`src/sv/vn2c_pkg.sv`:
```
// vn2c_pkg: types, constants and the cosine table shared by the value noise blocks
// no dependencies

package vn2c_pkg;

  // lattice hash constants
  localparam logic [31:0] HASH_MUL_A = 32'd15731;
  localparam logic [31:0] HASH_ADD_B = 32'd789221;
  localparam logic [31:0] HASH_ADD_C = 32'd1376312589;
  localparam logic [31:0] ROW_MUL    = 32'd57;

  // blend weight scale
  localparam logic [17:0] WEIGHT_ONE = 18'd65536;
  localparam logic [9:0]  IDX_HALF   = 10'd512;
  localparam int          QUAD_DEPTH = 512;

  // load enables of the four hash pipeline stages
  typedef struct packed {
    logic m;
    logic mm;
    logic t;
    logic b;
  } vn2c_hash_ld_t;

  typedef logic [16:0] cos_tab_t [QUAD_DEPTH];

  localparam logic [63:0] Q60_ONE = 64'h1000_0000_0000_0000;
  localparam logic [63:0] PI_Q60  = 64'h3243_F6A8_885A_308D;

  // (a * b) >> 60 on unsigned q60 values
  function automatic logic [63:0] mul_q60(input logic [63:0] a, input logic [63:0] b);
    logic [127:0] p;
    p = a * b;
    return p[123:60];
  endfunction

  // trunc(65536*cos(pi*i/1024)) for the first quadrant, by taylor series
  function automatic logic [16:0] cos_quadrant(input int unsigned i);
    logic [63:0] t;
    logic [63:0] t2;
    logic [63:0] term;
    logic [63:0] pos;
    logic [63:0] neg;
    logic [63:0] diff;
    logic [63:0] ii;
    ii   = 64'(i);
    t    = (PI_Q60 >> 10) * ii + (((PI_Q60 & 64'd1023) * ii) >> 10);
    t2   = mul_q60(t, t);
    term = Q60_ONE;
    pos  = Q60_ONE;
    neg  = 64'd0;
    for (int k = 1; k <= 30; k++) begin
      term = mul_q60(term, t2) / 64'((2 * k - 1) * (2 * k));
      if (k % 2 == 1) neg = neg + term;
      else pos = pos + term;
    end
    if (neg >= pos) return 17'd0;
    diff = (pos - neg) >> 44;
    return diff[16:0];
  endfunction

  function automatic cos_tab_t build_cos_tab();
    cos_tab_t tab;
    for (int unsigned i = 0; i < QUAD_DEPTH; i++) tab[i] = cos_quadrant(i);
    return tab;
  endfunction

  localparam cos_tab_t COS_TAB = build_cos_tab();

endpackage

```
`src/sv/vn2c_blend.sv`:
```
// vn2c_blend: one registered cosine blend of two bytes by a weight
// depends on vn2c_pkg

module vn2c_blend (
  input  logic        clk,
  input  logic        ld,
  input  logic [7:0]  a,
  input  logic [7:0]  b,
  input  logic [16:0] weight,
  output logic [7:0]  res
);
  import vn2c_pkg::*;

  logic [17:0] inv;
  logic [25:0] pb, pa;
  logic [10:0] sum;
  logic [7:0]  res_r;

  // weighted sum, each term truncated
  always_comb begin
    inv = WEIGHT_ONE - {1'b0, weight};
    pb  = 26'({9'd0, weight} * {18'd0, b});
    pa  = 26'({8'd0, inv} * {18'd0, a});
    sum = {1'b0, pb[25:16]} + {1'b0, pa[25:16]};
  end

  always_ff @(posedge clk) begin
    if (ld) res_r <= sum[7:0];
  end

  assign res = res_r;

endmodule

```
`config.mk`:
```
export PLATFORM = sky130hd
export DESIGN_NAME = vn2c_blend
export DESIGN_NICKNAME = d
export VERILOG_FILES = /design/src/sv/vn2c_pkg.sv /design/src/sv/vn2c_blend.sv
export SDC_FILE = /design/constraint.sdc
export NUM_CORES = 1
export LEC_CHECK = 0
export BUFFER_PORTS_ARGS = -buffer_cell sky130_fd_sc_hd__buf_2
export CAP_MARGIN = 10
export CORE_ASPECT_RATIO = 1.75
export CORE_MARGIN = 2
export CORE_UTILIZATION = 65
export CTS_BUF_LIST = sky130_fd_sc_hd__clkbuf_16
export CTS_CLUSTER_DIAMETER = 120
export CTS_CLUSTER_SIZE = 25
export DETAILED_ROUTE_END_ITERATION = 10
export GPL_TIMING_DRIVEN = 1
export PLACE_DENSITY_LB_ADDON = 0.25
export SYNTH_ARGS = -nofsm -noshare
export SYNTH_HDL_FRONTEND = slang
export SYNTH_SLANG_ARGS = --single-unit
```
`constraint.sdc`:
```
create_clock -name clk -period 12.61 [get_ports clk]
set_input_delay 2.522 -clock clk [delete_from_list [all_inputs] [get_ports clk]]
set_output_delay 2.522 -clock clk [all_outputs]
set_load 0.02 [all_outputs]
```
==> metrics.md <==
| Metric | Value |
|---|---|
| Status | `completed` |
| Area grow syn2layout | `4.58%` |
| Worst Setup Start Kind | `input port` |
| Relative slew slack | `0.323` |
| Root cell of the clock tree | `clkbuf_16` |
| Critical setup path kind | `input port to flip-flop` |
| CTS sink count | `8` |
| Internal power | `0.848 mW` |
| Post-Route Utilization | `0.686` |
| Critical Path Sink Type | `flip-flop` |
| Min setup slack post-route | `2.72 ns` |
| YS warnings | `0` |
| Final Setup Violations | `0` |
| DP Worst Slack | `approximately 2.5 ns` |
| Syn Area/Cell | `approximately 8.9 um2` |
| Synth top area cells | `fa_1 (44%), and2_1 (13%), ha_1 (13%)` |
| Post-route antenna net violation count | `0` |
| Antenna cells | `0` |
| Cts-stage hold buffer count | `0` |
| HP Class | `input port to flip-flop` |
| Die height | `between 150 and 200 um` |
| Final Net Count | `1256` |
| Reg clk slew, reported paths | `0.03 ns` |
| Setup bufs post-CTS | `0` |
| Post-synth EDFFs | `8` |
| Grt total ovfl | `0` |
| Final RePlAce weighted congestion | `just under 0.9` |
| Sw Ratio | `0.512` |
| Critical path fanouts, max | `12` |
| Vias | `6300` |
| Initial Utilization | `0.656` |
| Synthesized Nets | `~1.2k` |
| Unique masters post-synth | `47` |
| Post-synthesis sequential area ratio | `0.0286` |
| # port buffers | `42` |
| Post-DP Area | `roughly 8700 um2` |
| Final Hold Vio Count | `0` |
| Cell area after layout | `8780 um2` |
| Unrepaired setup endpoints after global routing | `false` |
| Die area | `between 10000 and 15000 um2` |
| #FFs+latches synth | `8` |
| Setup TNS | `0 ns` |
| Max Cap Viol | `0` |
| Vias in the first global route | `~7.0k` |
| H-tree levels | `1` |
| First-pass GRT wire length | `32000 um` |
| Share of post-route cells with drive strength above 1 | `0.0546` |
| Max Buffers Root-to-Sink | `2` |
| Fraction of registers with async set/reset | `0` |
| Max FFs per register | `8` |
| Max VDD drop | `approximately 0.38 mV` |
| Netlist Area Pre-Place | `8390 um2` |
| Placed insts | `between 1k and 1.5k` |
| HPWL after DPL | `15900 um` |
| DR vias/cell | `between 5 and 6` |
| Main synth FF type | `edfxtp_1` |
| DRC Markers | `0` |
| Initial antenna violation count | `0` |
| Critical Path RT | `12.58 ns` |
| Top-area cell type share of the netlist area | `0.436` |
| Comb power frac | `0.907` |
| TritonCTS clock tree | `built` |
| WP data arrival | `between 9 and 10 ns` |
| Syn Inst Count | `approximately 940` |
| Number of CTS-inserted buffers | `3` |
| Total track usage | `0.287` |
| Yosys top cell by area | `fa_1` |
| Detailed Route Iter0 Violations | `314` |
| Pin count of the biggest net entering global routing | `19` |
| Num rows | `55` |
| Routed len/inst | `16.6 um` |
| Crit share post-route | `0.785` |
| Core Area | `between 10000 and 15000 um2` |
| Seq pwr share | `0.063` |
| P_leak | `around 4.4 nW` |
| Pwr dens | `198 nW/um2` |
| Final Non-Filler Cells | `roughly 1.1k` |
| Final wirelength | `18700 um` |
| Net Switching | `approximately 0.9 mW` |
| # fillers | `1103` |
| Final min period | `between 9 and 10 ns` |
| Horiz. Die Dim | `roughly 90 um` |
| Resized Gates After CTS | `0` |
| DR pass1 iterations | `5` |
| Peak Freq | `0.101 GHz` |
| Clock power share | `0.030` |
| Worst Max-Slew Pin Slew | `just over 1 ns` |
| # IOs | `between 40 and 50` |
| Fin. max-slew vios | `0` |
[layout by cell type, fill, tap and decap left out, types with 2 or more instances in the layout]
cell type	instances
nor3_1	10
o21a_1	4
a41oi_1	3
o211ai_1	3
clkbuf_16	3
nand4_1	2
nand2b_1	3
a21o_1	5
nor3b_1	2
inv_1	196
fa_1	183
edfxtp_1	8
a21oi_1	18
buf_2	42
xnor2_1	31
xor2_1	11
and3_1	2
ha_1	84
nand4b_1	2
nor2_1	14
nand3_1	6
a31oi_1	3
nand2_1	112
and2_1	171
a211oi_1	2
o21ai_0	9
nor4_1	2
[synth_stat cells, types with 2 or more instances]
| library cell | number |
|---|---|
| inv_1 | 196 |
| fa_1 | 183 |
| and2_1 | 171 |
| nand2_1 | 112 |
| ha_1 | 84 |
| xnor2_1 | 31 |
| clkbuf_1 | 30 |
| a21oi_1 | 18 |
| nor2_1 | 14 |
| xor2_1 | 11 |
| nor3_1 | 10 |
| o21ai_0 | 9 |
| edfxtp_1 | 8 |
| nand3_1 | 6 |
| a21o_1 | 5 |
| o21a_1 | 4 |
| a31oi_1 | 3 |
| a41oi_1 | 3 |
| nand2b_1 | 3 |
| o211ai_1 | 3 |
| a211oi_1 | 2 |
| and3_1 | 2 |
| buf_2 | 2 |
| nand4_1 | 2 |
| nand4b_1 | 2 |
| nor3b_1 | 2 |
| nor4_1 | 2 |
[metrics by stage]
stage	hold WS (ns)	power (mW)
final	2.63	1.74
after global routing	2.65	1.98
after CTS	2.63	1.76
after detailed placement	2.86	1.70
after global placement	2.86	1.65
after floorplan	2.63	1.31
[critical path: stages]
cell and delay, ns:
buf_2 0.17, nor3_1 0.43, nand2_1 0.15, xor2_1 0.56
nand2_1 0.17, fa_1 0.53, fa_1 0.55, inv_1 0.05
fa_1 0.49, fa_1 0.43, ha_1 0.30, a211oi_1 0.25
o211ai_1 0.14, a31o_2 0.30, a41oi_1 0.27, a21boi_0 0.16
o21a_1 0.20, nor2_1 0.11, xnor2_1 0.20, ha_1 0.29
a21o_1 0.17, a21oi_1 0.21, o21ai_0 0.16, o41ai_1 0.26
xnor3_1 0.47, xor2_1 0.17, xnor2_1 0.14
[power groups by stage]
stage / combinational, mW / clock, mW / sequential [mW]
after floorplan: 1.18 / 0 / 0.130
after global placement: 1.54 / 0 / 0.110
after detailed placement: 1.59 / 0 / 0.111
after CTS: 1.59 / 0.0531 / 0.111
after global routing: 1.81 / 0.0553 / 0.112
final: 1.58 / 0.0517 / 0.110
[cell families after synthesis]
kind of cell | after synthesis | share of synthesized area
buffers and inverters | 228 | 0.102
xor gates and xnor gates | 44 | 0.0498
DFF | 8 | 0.0286
AOI/OAI and AO/OA | 57 | 0.0443
adders and majority gates | 267 | 0.562
and+or+nand+nor | 334 | 0.213
[layer usage]
metal	part of all wire	track usage
met4	0.080	0.174
met3	0.028	0.0146
met1	0.34	0.306
met2	0.55	0.552
met5	0	0
[final timing paths]
| check | slack (ns) | depth (start not counted) | to | startpoint |
|---|---|---|---|---|
| setup / recovery | 2.72 | 27 | res[7] | weight[2] |
| hold / removal | 2.63 | 1 | res[5] | ld |
[cell type report]
cell class / instances / area (um2) / area share
Inverter: 196 / 736 / 0.0838
Timing Repair Buffer: 43 / 218 / 0.0248
Sequential cell: 8 / 240 / 0.0274
Clock buffer: 3 / 75.1 / 0.00855
Multi-Input combinational cell: 702 / 7290 / 0.831
Tap cell: 171 / 214 / 0.0244
(Power assumes the default switching activity.)
