$ cat src/sv/vn2c_pkg.sv
// vn2c_pkg: types, constants and the cosine table shared by the value noise blocks
// no dependencies

package vn2c_pkg;

  // lattice hash constants
  localparam logic [31:0] HASH_MUL_A = 32'd15731;
  localparam logic [31:0] HASH_ADD_B = 32'd789221;
  localparam logic [31:0] HASH_ADD_C = 32'd1376312589;
  localparam logic [31:0] ROW_MUL    = 32'd57;

  // blend weight scale
  localparam logic [17:0] WEIGHT_ONE = 18'd65536;
  localparam logic [9:0]  IDX_HALF   = 10'd512;
  localparam int          QUAD_DEPTH = 512;

  // load enables of the four hash pipeline stages
  typedef struct packed {
    logic m;
    logic mm;
    logic t;
    logic b;
  } vn2c_hash_ld_t;

  typedef logic [16:0] cos_tab_t [QUAD_DEPTH];

  localparam logic [63:0] Q60_ONE = 64'h1000_0000_0000_0000;
  localparam logic [63:0] PI_Q60  = 64'h3243_F6A8_885A_308D;

  // (a * b) >> 60 on unsigned q60 values
  function automatic logic [63:0] mul_q60(input logic [63:0] a, input logic [63:0] b);
    logic [127:0] p;
    p = a * b;
    return p[123:60];
  endfunction

  // trunc(65536*cos(pi*i/1024)) for the first quadrant, by taylor series
  function automatic logic [16:0] cos_quadrant(input int unsigned i);
    logic [63:0] t;
    logic [63:0] t2;
    logic [63:0] term;
    logic [63:0] pos;
    logic [63:0] neg;
    logic [63:0] diff;
    logic [63:0] ii;
    ii   = 64'(i);
    t    = (PI_Q60 >> 10) * ii + (((PI_Q60 & 64'd1023) * ii) >> 10);
    t2   = mul_q60(t, t);
    term = Q60_ONE;
    pos  = Q60_ONE;
    neg  = 64'd0;
    for (int k = 1; k <= 30; k++) begin
      term = mul_q60(term, t2) / 64'((2 * k - 1) * (2 * k));
      if (k % 2 == 1) neg = neg + term;
      else pos = pos + term;
    end
    if (neg >= pos) return 17'd0;
    diff = (pos - neg) >> 44;
    return diff[16:0];
  endfunction

  function automatic cos_tab_t build_cos_tab();
    cos_tab_t tab;
    for (int unsigned i = 0; i < QUAD_DEPTH; i++) tab[i] = cos_quadrant(i);
    return tab;
  endfunction

  localparam cos_tab_t COS_TAB = build_cos_tab();

endpackage

$ cat src/sv/vn2c_hash.sv
// vn2c_hash: four-stage pipelined lattice hash, one byte per lattice point
// depends on vn2c_pkg

module vn2c_hash (
  input  logic                   clk,
  input  vn2c_pkg::vn2c_hash_ld_t ld,
  input  logic [31:0]            cell_x,
  input  logic [31:0]            cell_y,
  output logic [7:0]             lat_byte
);
  import vn2c_pkg::*;

  logic [31:0] n;
  logic [31:0] m_r, m_nxt;
  logic [31:0] m4_r, mm_r, mm_nxt;
  logic [31:0] m5_r, t_r, t_nxt;
  logic [31:0] h;
  logic [7:0]  b_r;

  // point number and first mix
  always_comb begin
    n     = cell_y * ROW_MUL + cell_x;
    m_nxt = (n << 13) ^ n;
  end

  // square, polynomial and final product
  always_comb begin
    mm_nxt = m_r * m_r;
    t_nxt  = mm_r * HASH_MUL_A + HASH_ADD_B;
    h      = m5_r * t_r + HASH_ADD_C;
  end

  always_ff @(posedge clk) begin
    if (ld.m) m_r <= m_nxt;
    if (ld.mm) begin
      mm_r <= mm_nxt;
      m4_r <= m_r;
    end
    if (ld.t) begin
      t_r  <= t_nxt;
      m5_r <= m4_r;
    end
    if (ld.b) b_r <= h[26:19];
  end

  assign lat_byte = b_r;

endmodule

$ cat config.mk
export PLATFORM = sky130hd
export DESIGN_NAME = vn2c_hash
export DESIGN_NICKNAME = d
export VERILOG_FILES = /design/src/sv/vn2c_pkg.sv /design/src/sv/vn2c_hash.sv
export SDC_FILE = /design/constraint.sdc
export NUM_CORES = 2
export LEC_CHECK = 0
export BUFFER_PORTS_ARGS = -buffer_cell sky130_fd_sc_hd__buf_2
export CORE_ASPECT_RATIO = 0.9
export CORE_MARGIN = 2
export CORE_UTILIZATION = 60
export DETAILED_ROUTE_END_ITERATION = 10
export GPL_TIMING_DRIVEN = 0
export PLACE_DENSITY_LB_ADDON = 0.08
export SLEW_MARGIN = 20
export SYNTH_ARGS = -nofsm -noshare
export SYNTH_HDL_FRONTEND = slang
export SYNTH_SLANG_ARGS = --single-unit
$ cat constraint.sdc
create_clock -name clk -period 6.5 [get_ports clk]
set_input_delay 0.65 -clock clk [delete_from_list [all_inputs] [get_ports clk]]
set_output_delay 0.65 -clock clk [all_outputs]
set_load 0.05 [all_outputs]
==> impl_metrics.env <==
export IMPL_status="finished, violations left"
export IMPL_violations="setup timing"
export IMPL_cts_tree="built"
export IMPL_htree_levels=4
export IMPL_track_usage_pct=32.1
export IMPL_worstPathArrival_ns=6.90
export IMPL_max_cap_violations=0
export IMPL_syn_instance_count=3286
export IMPL_period_share_pct=103
export IMPL_relSlewSlack_pct=47.5
export IMPL_critPathRequiredTime_ns=6.68
export IMPL_gp_congestion=0.929
export IMPL_synth_xor_area_share_pct=5.13
export IMPL_max_freq_ghz=0.149
export IMPL_clk_latency_ns=0.46
export IMPL_via_per_inst=5.37
export IMPL_critPathTopFamily="adder cells"
export IMPL_final_util_pct=68.7
export IMPL_wl_met3_um=5370
export IMPL_fp_dieH_um=228
export IMPL_worst_slack_ns=-0.216
export IMPL_hold_class="flop to flop"
export IMPL_max_slew_worst_pin_slew_ns=0.788
export IMPL_core_area_um2=55400
export IMPL_clk_pin_slew_ns=0.07
export IMPL_synth_area_mux_share_pct=0.0598
export IMPL_slowest_stage="fa_1"
export IMPL_cts_root_buf="clkbuf_16"
export IMPL_cp_max_fo=10
export IMPL_path_cells="clkbuf_8 -> and2_1 -> fa_1 -> fa_2 -> fa_1 -> inv_1 -> fa_1 -> inv_1 -> fa_1 -> inv_2 -> fa_1 -> fa_1 -> inv_2 -> ha_4 -> a22o_1 -> nor4_4 -> buf_6 -> nor3b_4 -> a2111oi_4 -> o21a_1 -> o21a_2 -> nor4_4 -> o21bai_2 -> xnor2_1"
export IMPL_grt_antenna_before_repair=3
export IMPL_synth_top_family_by_area="adder cells"
export IMPL_cts_buffer_depth=2
export IMPL_finalHoldViolCount=0
export IMPL_postCtsHoldBufs=0
export IMPL_synth_seq_area_share_pct=12.6
export IMPL_maxUsedRoutingLayer="met4"
export IMPL_clock_sinks=140
export IMPL_drc=0
export IMPL_io_buffers=66
export IMPL_rows=82
export IMPL_drt_total_wl_um=85900
export IMPL_finalNetCount=4704
export IMPL_worst_setup_path_type="flop to flop"
export IMPL_overflow=0
export IMPL_synthTopCellsByCount="926 x inv_1, 701 x fa_1, 398 x ha_1"
export IMPL_cp_end_kind="flop"
export IMPL_fillers=4314
export IMPL_netlist_cell_type_count=61
export IMPL_post_synth_top_area_cell="fa_1"
export IMPL_die_area_um2=57700
export IMPL_antenna_left=0
export IMPL_finClkSkew_ns=0.0167
export IMPL_yosys_area_share_simple_pct=10.3
export IMPL_drt_iter0_drc=1420
export IMPL_slew_viol_final=0
export IMPL_final_layout_size_suffix_gt1_share_pct=14.6
export IMPL_yosysMostFrequentCell="inv_1"
export IMPL_crit_top_cell="fa_1"
export IMPL_rsz0062_at_grt="true"
export IMPL_dp_hpwl_um=69200
export IMPL_grt_pass1_wl_um=139000
export IMPL_dr_wl_met2_um=41700
export IMPL_synth_edf_count=140
export IMPL_cts_buffers=17
export IMPL_crit_buf_inv=6
export IMPL_syn_avg_cell_area_um2=10.2
export IMPL_netlist_area_leader_share_pct=41.9
export IMPL_grt_max_degree=54
export IMPL_cp_start_kind="flop"
export IMPL_area_delta_synth_final_pct=13.7
export IMPL_cpPeakStageDelay_ns=0.51
export IMPL_vias=22900
export IMPL_synth_seq_cells=140
export IMPL_grt_pass1_vias=25800
export IMPL_period_needed_ns=6.72
export IMPL_initial_utilization_pct=60.4
export IMPL_setup_tns_ns=-1.39
export IMPL_drtPass1Iterations=5
export IMPL_synthArstFlopShare_pct=0
export IMPL_synth_compound_area_share_pct=3.84
export IMPL_yosys_area_share_adder_pct=56.8
export IMPL_ys_warn_count=0
export IMPL_routedWlPerCell_um=20.1
export IMPL_finalSetupViolations=11
export IMPL_synthFlopType="edfxtp_1"
export IMPL_ys_top_cells_by_area="fa_1 42%, ha_1 15%, edfxtp_1 13%, inv_1 10%, and2_1 5.8%"
export IMPL_io_pins=77
export IMPL_die_x_um=253
export IMPL_netlist_area_um2=33500
export IMPL_met1_length_um=33900
## sequential cells by signal, indices dropped and copies added (netlist names)
| signal | count |
|---|---|
| t_r | 26 |
| mm_r | 25 |
| m_r | 27 |
| lat_byte | 8 |
| m4_r | 27 |
| m5_r | 27 |
## repair_timing
action | CTS | global route
pin swaps | 123 | 97
buffers inserted | 137 | 34
setup endpoints to repair | 23 | 23
resized for setup | 247 | 97
## cells by family (layout without fill, tap and decap cells)
logic type | Yosys count | in the layout
DFF | 140 | 140
muxes | 2 | 2
and+or+nand+nor | 658 | 658
buffers and inverters | 1003 | 1258
xor gates and xnor gates | 196 | 196
other | 2 | 11
adders and majority gates | 1099 | 1099
AOI/OAI and AO/OA | 186 | 186
## cells in the final DEF (no fill, tap or decap), types with 22 or more instances in the layout
cell,netlist,routed
a21o_1,30,30
a21oi_1,53,42
and2_1,311,288
and2_4,1,23
buf_2,1,66
buf_4,0,141
clkbuf_16,0,22
clkbuf_8,0,23
edfxtp_1,140,140
fa_1,701,679
fa_2,0,22
ha_1,398,362
ha_4,0,32
inv_1,926,899
inv_2,0,27
nand2_1,230,211
nor2_1,47,44
xnor2_1,155,151
xor2_1,41,40
## stage by stage
step / cell area (um^2) / cells / hold slack, ns / setup slack, ns
2_1_floorplan: 33600 / 3294 / 0.400 / -0.0108
3_3_place_gp: 34800 / 4074 / 0.403 / -1.55
3_5_place_dp: 34800 / 4074 / 0.405 / -1.57
4_1_cts: 37400 / 4234 / 0.411 / -0.375
5_1_grt: 38000 / 4264 / 0.420 / -0.419
6_report: 38000 / 4264 / 0.411 / -0.216
## layout make-up
type	instances	area, um^2	area share (%)
clock inverters	15	138	0.362
multi-input cells	2151	26500	69.6
inverters	926	3480	9.14
flip-flops and latches	140	4200	11.1
plain buffers	69	697	1.83
well taps	714	893	2.35
clock buffers	17	425	1.12
repair buffers	231	1740	4.56
diodes	1	2.50	0.00658
## path summary, 6_finish.rpt
path                              start     endpoint  slack (ns)  depth (start not counted)
worst max-delay path            m5_r[2]  lat_byte[7]       -0.22                         24
worst min register to register  m4_r[2]      m5_r[2]        0.41                          0
worst max register to register  m5_r[2]  lat_byte[7]       -0.22                         24
worst min-delay path            m4_r[2]      m5_r[2]        0.41                          0
## layer usage
metal | vias up | global-route usage, %
li1 | 10200 | -
met2 | 694 | 53.4
met1 | 11700 | 41.3
met3 | 222 | 5.26
met4 | 0 | 14.6
met5 | - | 0
## worst reg2reg max path: cells and delay by family, from the launching register on
family	cells	cell delay [ns]
adder cells (fa/ha/maj)	8	3.59
AO/OA/AOI/OAI	5	0.89
AND/OR/NAND/NOR	4	0.74
XOR/XNOR	1	0.13
flip-flops	1	0.49
buffers and inverters	6	0.62
Power is left out: the tool's default activity adds up to more than one toggle a clock period on the data nets, which glitch-free logic cannot reach.
